<file path="src/rtl/thermadc_pkg.sv">
`timescale 1ns / 1ps
// Shared constants, band-edge table and helper for the thermistor linearizer.
// No dependencies.
package thermadc_pkg;

  // Converter and fixed-point formats
  localparam int ADC_BITS      = 12;
  localparam int SAMPLE_W      = 16;                     // input tdata width
  localparam logic [ADC_BITS-1:0] ADC_FULL = {ADC_BITS{1'b1}};
  localparam int FRAC_BITS     = 16;                     // ratio Q16
  localparam int RATIO_W       = 20;                     // saturated ratio, max 8.0
  localparam int RATIO_QB      = RATIO_W + 1;            // extra top bit flags overflow
  localparam logic [RATIO_W-1:0] RATIO_MAX = RATIO_W'(8 << FRAC_BITS);
  localparam int RATIO_REM_W   = ADC_BITS + RATIO_QB;

  // Band table
  localparam int TABLE_ENTRIES = 10;
  localparam int SEG_W         = $clog2(TABLE_ENTRIES);
  localparam logic [SEG_W-1:0] LAST_SEG = SEG_W'(TABLE_ENTRIES - 2);
  localparam logic [RATIO_W-1:0] BAND_EDGE [TABLE_ENTRIES] = '{
    20'd277348, 20'd213975, 20'd166396, 20'd130417, 20'd102957,
    20'd81854,  20'd65536,  20'd52802,  20'd42802,  20'd34911
  };
  localparam int DEN_W         = 16;                     // widest segment span fits

  // Interpolation
  localparam int TEMP_W        = 16;                     // signed Q8.8
  localparam logic [TEMP_W-1:0] STEP_Q88 = TEMP_W'(1280); // 5.0 C
  localparam int PROD_W        = RATIO_W + 11;           // num * 1280 + den/2
  localparam int FRAC_QB       = 13;                     // largest fraction is 6943

  // Configuration
  localparam int CFG_IDX_W     = 1;
  localparam logic [CFG_IDX_W-1:0] REG_LOW_LIMIT  = 1'b0;
  localparam logic [CFG_IDX_W-1:0] REG_HIGH_LIMIT = 1'b1;
  localparam logic signed [TEMP_W-1:0] LOW_LIMIT_RST  = 16'sd7680;
  localparam logic signed [TEMP_W-1:0] HIGH_LIMIT_RST = 16'sd12800;

  typedef struct packed {
    logic [TEMP_W-1:0] temperature;
    logic              sensor_ok;
    logic              ratio_above_table;
    logic              adc_full_scale;
  } result_t;

  // Span of segment seg (edge[seg] - edge[seg+1])
  function automatic logic [DEN_W-1:0] seg_den(input logic [SEG_W-1:0] seg);
    logic [SEG_W-1:0]   nxt;
    logic [RATIO_W-1:0] diff;
    nxt  = seg + SEG_W'(1);
    diff = BAND_EDGE[seg] - BAND_EDGE[nxt];
    return DEN_W'(diff);
  endfunction

endpackage

</file>
<file path="src/rtl/thermistor_adc_to_temperature_top.sv">
`timescale 1ns / 1ps
// Throughput: one transfer per cycle while the skid entry is free; the 21-stage ratio
// divider and the 13-stage fraction divider, one quotient bit per stage, set the depth.
// A registered output plus one skid entry decouple the sides; s_axis_tready is registered.
// Reset (rst_ni, async low) clears all stage valid bits and loads the limit registers.
// Depends on thermadc_pkg.
module thermistor_adc_to_temperature_top
  import thermadc_pkg::*;
(
  input  logic                 clk_i,
  input  logic                 rst_ni,
  // sample stream
  input  logic                 s_axis_tvalid,
  output logic                 s_axis_tready,
  input  logic [SAMPLE_W-1:0]  s_axis_tdata,   // [11:0] adc_sample, rest zero
  // result stream
  output logic                 m_axis_tvalid,
  input  logic                 m_axis_tready,
  output logic [TEMP_W-1:0]    m_axis_tdata,   // [15:0] temperature (signed Q8.8)
  output logic [2:0]           m_axis_tuser,   // [0] sensor_ok [1] ratio_above_table
                                               // [2] adc_full_scale
  // configuration writes
  input  logic                 cfg_we_i,
  input  logic [CFG_IDX_W-1:0] cfg_idx_i,
  input  logic [TEMP_W-1:0]    cfg_wdata_i
);

  // -------------------------------------------------------------------------
  // Pipeline enable: the whole pipe moves while the skid entry is free.
  // -------------------------------------------------------------------------
  logic skid_vld_q;
  logic en;
  assign en            = ~skid_vld_q;
  assign s_axis_tready = en;

  // -------------------------------------------------------------------------
  // Limit registers
  // -------------------------------------------------------------------------
  logic signed [TEMP_W-1:0] low_lim_q, high_lim_q;

  always_ff @(posedge clk_i or negedge rst_ni) begin
    if (!rst_ni) begin
      low_lim_q  <= LOW_LIMIT_RST;
      high_lim_q <= HIGH_LIMIT_RST;
    end else if (cfg_we_i) begin
      unique case (cfg_idx_i)
        REG_LOW_LIMIT:  low_lim_q  <= $signed(cfg_wdata_i);
        REG_HIGH_LIMIT: high_lim_q <= $signed(cfg_wdata_i);
      endcase
    end
  end

  // -------------------------------------------------------------------------
  // Input stage: numerator s*2^16 + d/2 and divisor d = FULL - s.
  // Stage 0 of the ratio divider arrays.
  // -------------------------------------------------------------------------
  logic [ADC_BITS-1:0]    smp;
  logic [ADC_BITS-1:0]    div_d;
  logic [RATIO_REM_W-1:0] num_d;

  assign smp   = s_axis_tdata[ADC_BITS-1:0];
  assign div_d = ADC_FULL - smp;
  assign num_d = (RATIO_REM_W'(smp) << FRAC_BITS) + RATIO_REM_W'(div_d >> 1);

  logic                   rq_vld_q  [RATIO_QB+1];
  logic [RATIO_REM_W-1:0] rq_rem_q  [RATIO_QB+1];
  logic [ADC_BITS-1:0]    rq_d_q    [RATIO_QB+1];
  logic [RATIO_QB-1:0]    rq_quo_q  [RATIO_QB+1];
  logic                   rq_fail_q [RATIO_QB+1];

  always_ff @(posedge clk_i or negedge rst_ni) begin
    if (!rst_ni) begin
      rq_vld_q[0] <= 1'b0;
    end else if (en) begin
      rq_vld_q[0] <= s_axis_tvalid;
    end
  end

  always_ff @(posedge clk_i) begin
    if (en) begin
      rq_rem_q[0]  <= num_d;
      rq_d_q[0]    <= div_d;
      rq_quo_q[0]  <= '0;
      rq_fail_q[0] <= (smp == ADC_FULL);
    end
  end

  // -------------------------------------------------------------------------
  // Ratio divider: restoring, one quotient bit per stage, MSB first.
  // The top bit only marks a quotient of 2^20 or more, which saturates anyway.
  // -------------------------------------------------------------------------
  for (genvar j = 0; j < RATIO_QB; j++) begin : g_ratio_div
    localparam int B = RATIO_QB - 1 - j;
    logic [RATIO_REM_W-1:0] dsh;
    logic                   fit;

    assign dsh = RATIO_REM_W'(rq_d_q[j]) << B;
    assign fit = (rq_rem_q[j] >= dsh);

    always_ff @(posedge clk_i or negedge rst_ni) begin
      if (!rst_ni) begin
        rq_vld_q[j+1] <= 1'b0;
      end else if (en) begin
        rq_vld_q[j+1] <= rq_vld_q[j];
      end
    end

    always_ff @(posedge clk_i) begin
      if (en) begin
        rq_rem_q[j+1]  <= fit ? (rq_rem_q[j] - dsh) : rq_rem_q[j];
        rq_quo_q[j+1]  <= {rq_quo_q[j][RATIO_QB-2:0], fit};
        rq_d_q[j+1]    <= rq_d_q[j];
        rq_fail_q[j+1] <= rq_fail_q[j];
      end
    end
  end

  // -------------------------------------------------------------------------
  // Saturate the ratio at 8.0
  // -------------------------------------------------------------------------
  logic               sat_vld_q, sat_fail_q;
  logic [RATIO_W-1:0] sat_ratio_q;

  always_ff @(posedge clk_i or negedge rst_ni) begin
    if (!rst_ni) begin
      sat_vld_q <= 1'b0;
    end else if (en) begin
      sat_vld_q <= rq_vld_q[RATIO_QB];
    end
  end

  always_ff @(posedge clk_i) begin
    if (en) begin
      sat_ratio_q <= (rq_quo_q[RATIO_QB] > RATIO_QB'(RATIO_MAX)) ?
                     RATIO_MAX : rq_quo_q[RATIO_QB][RATIO_W-1:0];
      sat_fail_q  <= rq_fail_q[RATIO_QB];
    end
  end

  // -------------------------------------------------------------------------
  // Compare against every band edge in parallel
  // -------------------------------------------------------------------------
  logic                     cmp_vld_q, cmp_fail_q;
  logic [RATIO_W-1:0]       cmp_ratio_q;
  logic [TABLE_ENTRIES-1:0] cmp_ge_q;
  logic [TABLE_ENTRIES-1:0] ge_d;

  always_comb begin
    for (int i = 0; i < TABLE_ENTRIES; i++) begin
      ge_d[i] = (BAND_EDGE[i] >= sat_ratio_q);
    end
  end

  always_ff @(posedge clk_i or negedge rst_ni) begin
    if (!rst_ni) begin
      cmp_vld_q <= 1'b0;
    end else if (en) begin
      cmp_vld_q <= sat_vld_q;
    end
  end

  always_ff @(posedge clk_i) begin
    if (en) begin
      cmp_ratio_q <= sat_ratio_q;
      cmp_fail_q  <= sat_fail_q;
      cmp_ge_q    <= ge_d;
    end
  end

  // -------------------------------------------------------------------------
  // Pick the segment: highest matching edge, last one extrapolates.
  // -------------------------------------------------------------------------
  logic [SEG_W-1:0] found;
  logic [SEG_W-1:0] seg_d;

  always_comb begin
    found = '0;
    for (int i = 0; i < TABLE_ENTRIES; i++) begin
      if (cmp_ge_q[i]) begin
        found = SEG_W'(i);
      end
    end
    seg_d = (found > LAST_SEG) ? LAST_SEG : found;
  end

  logic               seg_vld_q, seg_fail_q, seg_above_q;
  logic [SEG_W-1:0]   seg_q;
  logic [RATIO_W-1:0] seg_num_q;
  logic [DEN_W-1:0]   seg_den_q;

  always_ff @(posedge clk_i or negedge rst_ni) begin
    if (!rst_ni) begin
      seg_vld_q <= 1'b0;
    end else if (en) begin
      seg_vld_q <= cmp_vld_q;
    end
  end

  always_ff @(posedge clk_i) begin
    if (en) begin
      seg_q       <= seg_d;
      seg_num_q   <= BAND_EDGE[seg_d] - cmp_ratio_q;
      seg_den_q   <= seg_den(seg_d);
      seg_above_q <= ~cmp_ge_q[0];
      seg_fail_q  <= cmp_fail_q;
    end
  end

  // -------------------------------------------------------------------------
  // Scale: 1280 * num + den/2 feeds the fraction divider (stage 0)
  // -------------------------------------------------------------------------
  localparam int FD_N = FRAC_QB + 1;

  logic              fd_vld_q   [FD_N];
  logic [PROD_W-1:0] fd_rem_q   [FD_N];
  logic [DEN_W-1:0]  fd_den_q   [FD_N];
  logic [FRAC_QB-1:0] fd_quo_q  [FD_N];
  logic [SEG_W-1:0]  fd_seg_q   [FD_N];
  logic              fd_above_q [FD_N];
  logic              fd_fail_q  [FD_N];

  always_ff @(posedge clk_i or negedge rst_ni) begin
    if (!rst_ni) begin
      fd_vld_q[0] <= 1'b0;
    end else if (en) begin
      fd_vld_q[0] <= seg_vld_q;
    end
  end

  always_ff @(posedge clk_i) begin
    if (en) begin
      fd_rem_q[0]   <= (PROD_W'(seg_num_q) * PROD_W'(STEP_Q88)) +
                       PROD_W'(seg_den_q >> 1);
      fd_den_q[0]   <= seg_den_q;
      fd_quo_q[0]   <= '0;
      fd_seg_q[0]   <= seg_q;
      fd_above_q[0] <= seg_above_q;
      fd_fail_q[0]  <= seg_fail_q;
    end
  end

  // Fraction divider, rounded quotient of the scaled offset over the span
  for (genvar j = 0; j < FRAC_QB; j++) begin : g_frac_div
    localparam int B = FRAC_QB - 1 - j;
    logic [PROD_W-1:0] dsh;
    logic              fit;

    assign dsh = PROD_W'(fd_den_q[j]) << B;
    assign fit = (fd_rem_q[j] >= dsh);

    always_ff @(posedge clk_i or negedge rst_ni) begin
      if (!rst_ni) begin
        fd_vld_q[j+1] <= 1'b0;
      end else if (en) begin
        fd_vld_q[j+1] <= fd_vld_q[j];
      end
    end

    always_ff @(posedge clk_i) begin
      if (en) begin
        fd_rem_q[j+1]   <= fit ? (fd_rem_q[j] - dsh) : fd_rem_q[j];
        fd_quo_q[j+1]   <= {fd_quo_q[j][FRAC_QB-2:0], fit};
        fd_den_q[j+1]   <= fd_den_q[j];
        fd_seg_q[j+1]   <= fd_seg_q[j];
        fd_above_q[j+1] <= fd_above_q[j];
        fd_fail_q[j+1]  <= fd_fail_q[j];
      end
    end
  end

  // -------------------------------------------------------------------------
  // Temperature = (seg - 1) * 5.0 C + fraction; zero for no band or failure.
  // Range stays well inside 16 bits, so modular math is exact.
  // -------------------------------------------------------------------------
  logic              tmp_vld_q, tmp_fail_q, tmp_above_q;
  logic [TEMP_W-1:0] tmp_temp_q;
  logic [TEMP_W-1:0] temp_d;

  assign temp_d = TEMP_W'(fd_seg_q[FRAC_QB]) * STEP_Q88 - STEP_Q88 +
                  TEMP_W'(fd_quo_q[FRAC_QB]);

  always_ff @(posedge clk_i or negedge rst_ni) begin
    if (!rst_ni) begin
      tmp_vld_q <= 1'b0;
    end else if (en) begin
      tmp_vld_q <= fd_vld_q[FRAC_QB];
    end
  end

  always_ff @(posedge clk_i) begin
    if (en) begin
      tmp_temp_q  <= (fd_above_q[FRAC_QB] || fd_fail_q[FRAC_QB]) ? '0 : temp_d;
      tmp_above_q <= fd_above_q[FRAC_QB] & ~fd_fail_q[FRAC_QB];
      tmp_fail_q  <= fd_fail_q[FRAC_QB];
    end
  end

  // -------------------------------------------------------------------------
  // Limit check and output register with one skid entry
  // -------------------------------------------------------------------------
  result_t res_d, out_q, skid_q;
  logic    out_vld_q;
  logic    out_take;

  always_comb begin
    res_d.temperature       = tmp_temp_q;
    res_d.sensor_ok         = ~tmp_fail_q &&
                              ($signed(tmp_temp_q) >= low_lim_q) &&
                              ($signed(tmp_temp_q) <= high_lim_q);
    res_d.ratio_above_table = tmp_above_q;
    res_d.adc_full_scale    = tmp_fail_q;
  end

  assign out_take = out_vld_q & m_axis_tready;

  always_ff @(posedge clk_i or negedge rst_ni) begin
    if (!rst_ni) begin
      out_vld_q  <= 1'b0;
      skid_vld_q <= 1'b0;
    end else if (skid_vld_q) begin
      // pipe is frozen; drain the skid entry into the output register
      if (out_take) begin
        skid_vld_q <= 1'b0;
      end
    end else if (tmp_vld_q) begin
      if (out_vld_q && !m_axis_tready) begin
        skid_vld_q <= 1'b1;
      end else begin
        out_vld_q <= 1'b1;
      end
    end else if (out_take) begin
      out_vld_q <= 1'b0;
    end
  end

  always_ff @(posedge clk_i) begin
    if (skid_vld_q) begin
      if (out_take) begin
        out_q <= skid_q;
      end
    end else if (tmp_vld_q) begin
      if (out_vld_q && !m_axis_tready) begin
        skid_q <= res_d;
      end else begin
        out_q <= res_d;
      end
    end
  end

  assign m_axis_tvalid = out_vld_q;
  assign m_axis_tdata  = out_q.temperature;
  assign m_axis_tuser  = {out_q.adc_full_scale, out_q.ratio_above_table, out_q.sensor_ok};

`ifndef ASSERT_OFF
  // A held skid entry always sits behind a full output register.
  a_skid_behind_out: assert property (@(posedge clk_i) disable iff (!rst_ni)
    skid_vld_q |-> out_vld_q)
    else $error("skid entry valid while output register empty");

  // Converter failure gives zero temperature, not ok, no table flag.
  a_fail_result: assert property (@(posedge clk_i) disable iff (!rst_ni)
    (m_axis_tvalid && m_axis_tuser[2]) |->
      (m_axis_tdata == '0 && !m_axis_tuser[0] && !m_axis_tuser[1]))
    else $error("full-scale result carries data");

  // Ratio above the table forces zero temperature.
  a_above_result: assert property (@(posedge clk_i) disable iff (!rst_ni)
    (m_axis_tvalid && m_axis_tuser[1]) |-> (m_axis_tdata == '0))
    else $error("above-table result has nonzero temperature");
`endif

endmodule

</file>
<file path="config.mk">
export PLATFORM = sky130hd
export DESIGN_NAME = thermistor_adc_to_temperature_top
export DESIGN_NICKNAME = d
export VERILOG_FILES = /design/src/rtl/thermadc_pkg.sv /design/src/rtl/thermistor_adc_to_temperature_top.sv
export SDC_FILE = /design/constraint.sdc
export NUM_CORES = 2
export LEC_CHECK = 0
export BUFFER_PORTS_ARGS = -buffer_cell sky130_fd_sc_hd__buf_2
export CORE_MARGIN = 10
export CORE_UTILIZATION = 50
export DETAILED_ROUTE_END_ITERATION = 7
export PLACE_DENSITY = 0.65
export SLEW_MARGIN = 5
export SYNTH_ARGS = -nofsm -noshare
export SYNTH_HDL_FRONTEND = slang
export SYNTH_SLANG_ARGS = --single-unit
</file>
<file path="constraint.sdc">
create_clock -name clk_i -period 107.2 [get_ports clk_i]
set_input_delay 32.16 -clock clk_i [delete_from_list [all_inputs] [get_ports clk_i]]
set_output_delay 32.16 -clock clk_i [all_outputs]
set_load 0.02 [all_outputs]
</file>
==> metrics.txt <==
WP data arrival=1890 ps; Worst-Margin Slew=1260 ps; Remaining DRCs=0; critical path class=reg -> out; CTS clk-pin slew, worst paths=60 ps; Vias/cell=5.58; sequential fraction of the synthesis area=59.1%; total CTS buffers=198; DR top layer=met4; Starting Density=50.2%; Met1 Routed Length=85000 um; Area Overhead vs Synth=10.4%; Hold Crit Depth=0; clock tree buffer depth=3; Adder-Cell Fraction of Synth Area=8.27%; CTS tree=yes; Setup crit start=skid_vld_q$_DFF_PN0_; Post-CTS Setup Bufs=0; mux share of post-synthesis cell area=1.92%; Hold Crit Start=fd_quo_q[1][62]$_DFFE_PN_; number of global-route vias before repair=59200; WL met3=8060 um; Critical-path top delay cell=dfrtp_2; # nets final=8791; Crit path required time=75040 ps; Fillers=15800; layout cells sized above 1=7.44%; synthesized area per cell=12.1 um^2; EDFF count, synth=1837; critical path cell sequence=inv_8 > buf_2; Post-Synth XOR/XNOR Area=5.73%; FF+latch count, synth=1911; cts repair resizes=0; Min Hold Slack=406 ps; Period Utilization, post-route=31.8%; core area=192000 um^2; clk sinks=1911; Clock Latency Late Sink=830 ps; final hold vios=0; Syn Inst Count=7981; Primary FF master, synth=edfxtp_1; Synth Area in Compound Gates=9.81%; Unique masters post-synth=89; Clock H-tree levels=4; main combinational cell family by area after synthesis=simple AND/OR/NAND/NOR gates; I/O pin count=59; total vias in the final route=60400; cell type with the largest total area after synthesis=edfxtp_1; Period minus WS final=34050 ps; Synth top cells by count=edfxtp_1, inv_1, ha_1; reg2reg path depth=19; routed len/inst=17.7 um; largest net degree at the start of global routing=193; first-pass GRT wire length=309000 um; Remaining Overflow, GRT=0; GP Congestion=0.906; detailed-router iteration count before antenna repair=6; fraction of registers with async set/reset=3.87%; most frequent cell after synthesis=edfxtp_1; dominant cells by area after synthesis=edfxtp_1, ha_1, xnor2_1; post-route setup TNS=0 ps; warnings from Yosys=0; Max Slew Vio Count=0; initial antenna violation count=1; DRT iter0 DRCs=4572; Die Height=459 um; IO Port Bufs=54; fmax=0.0294 GHz; WL met2=92100 um; Post-DRT Antenna Nets=0; Hold Crit Class=reg -> reg; RSZ-0062 raised after global routing=false; share of the synthesized area in the top cell type=57.1%; Final Skew=21.1 ps; Netlist Area Pre-Place=96500 um^2; Cell Rows=161; GRT Total Usage=17.8%; DPL Wire Length=139000 um; Synthesized Nets=8634; Final setup violation count=0; Die X=459 um; die area=211000 um^2; crit path launch type=flip-flop; clock root cell=clkbuf_16; worst r2r src=cmp_ge_q[9]$_DFFE_PN_; Rel. slew slack=13.8%; peak fanout along the critical path=42; Setup crit end kind=primary output; DRT Wirelength=191000 um; slowest stage delay, CP=440 ps; Simple-Gate Fraction of Synth Area=11.8%; status=finished, final reports clean; MaxCap Viol Count=0; CTS Hold Bufs=0
[flip-flops by register name, summed over array words and instances, names as in the netlist, 22 cells and up]
register / cells
fd_seg_q: 56
rq_quo_q: 231
rq_rem_q: 473
fd_rem_q: 403
rq_d_q: 251
fd_quo_q: 91
rq_fail_q: 22
rq_vld_q: 22
fd_den_q: 132
[per-stage QoR]
step,setup slack (ps),instances,util (%),cell area [um^2]
floorplan,39950,7981,-,96500
global placement,73640,10500,52.0,99900
detailed placement,73620,10500,52.0,99900
CTS,73020,10800,55.4,107000
global route,73030,10800,55.4,107000
finish,73150,10800,55.4,107000
[routing by layer]
metal / GRT usage (%) / vias up
met5: 0 / -
met4: 6.16 / 0
met3: 2.69 / 297
met2: 30.2 / 1215
met1: 23.3 / 29200
li1: - / 29700
[critical path: cells and delay by family (launching register included)]
kind	cells	cell delay, ps
flip-flops	1	440
buffers and inverters	2	580
[cells by family after synthesis]
family | after synthesis
buffers and inverters | 875
and+or+nand+nor | 2238
DFF | 1911
muxes | 165
adders and majority gates | 616
AOI/OAI and AO/OA | 1544
xor gates and xnor gates | 632
[worst paths after layout]
kind	end	slack (ps)
max	s_axis_tready	73150
min	fd_quo_q[1][76]$_DFFE_PN_	410
max reg2reg	seg_den_q[9]$_DFFE_PN_	101410
min in group asynchronous	high_lim_q[10]$_DFFE_PN0P_	31550
max in group asynchronous	skid_vld_q$_DFF_PN0_	75000
min reg2reg	fd_quo_q[1][76]$_DFFE_PN_	410
[cells in the final DEF, fill, tap and decap left out, types with 122 or more instances in the layout]
cell type	netlist	routed
ha_1	578	578
inv_1	731	730
nor4_1	122	122
nor2_1	548	548
nand2_1	506	506
nor3_1	198	196
mux2_2	141	141
edfxtp_1	1837	1837
a21oi_1	467	464
xnor2_1	354	354
o21ai_0	447	447
nand3_1	126	126
xor2_1	278	278
a21o_1	146	146
clkbuf_16	0	201
[final cells by class]
type                            count  area [um^2]  share of cell area (%)
Timing Repair Buffer              100          666                   0.625
Inverter                          732         2760                    2.59
Sequential cell                  1911        57000                    53.5
Tap cell                         2526         3160                    2.97
Clock inverter                    123         1440                    1.35
Antenna cell                        1         2.50                 0.00235
Clock buffer                      237         5200                    4.89
Multi-Input combinational cell   5195        36300                    34.1
Power is left out: the tool's default activity adds up to more than one toggle a clock period on the data nets, which glitch-free logic cannot reach.
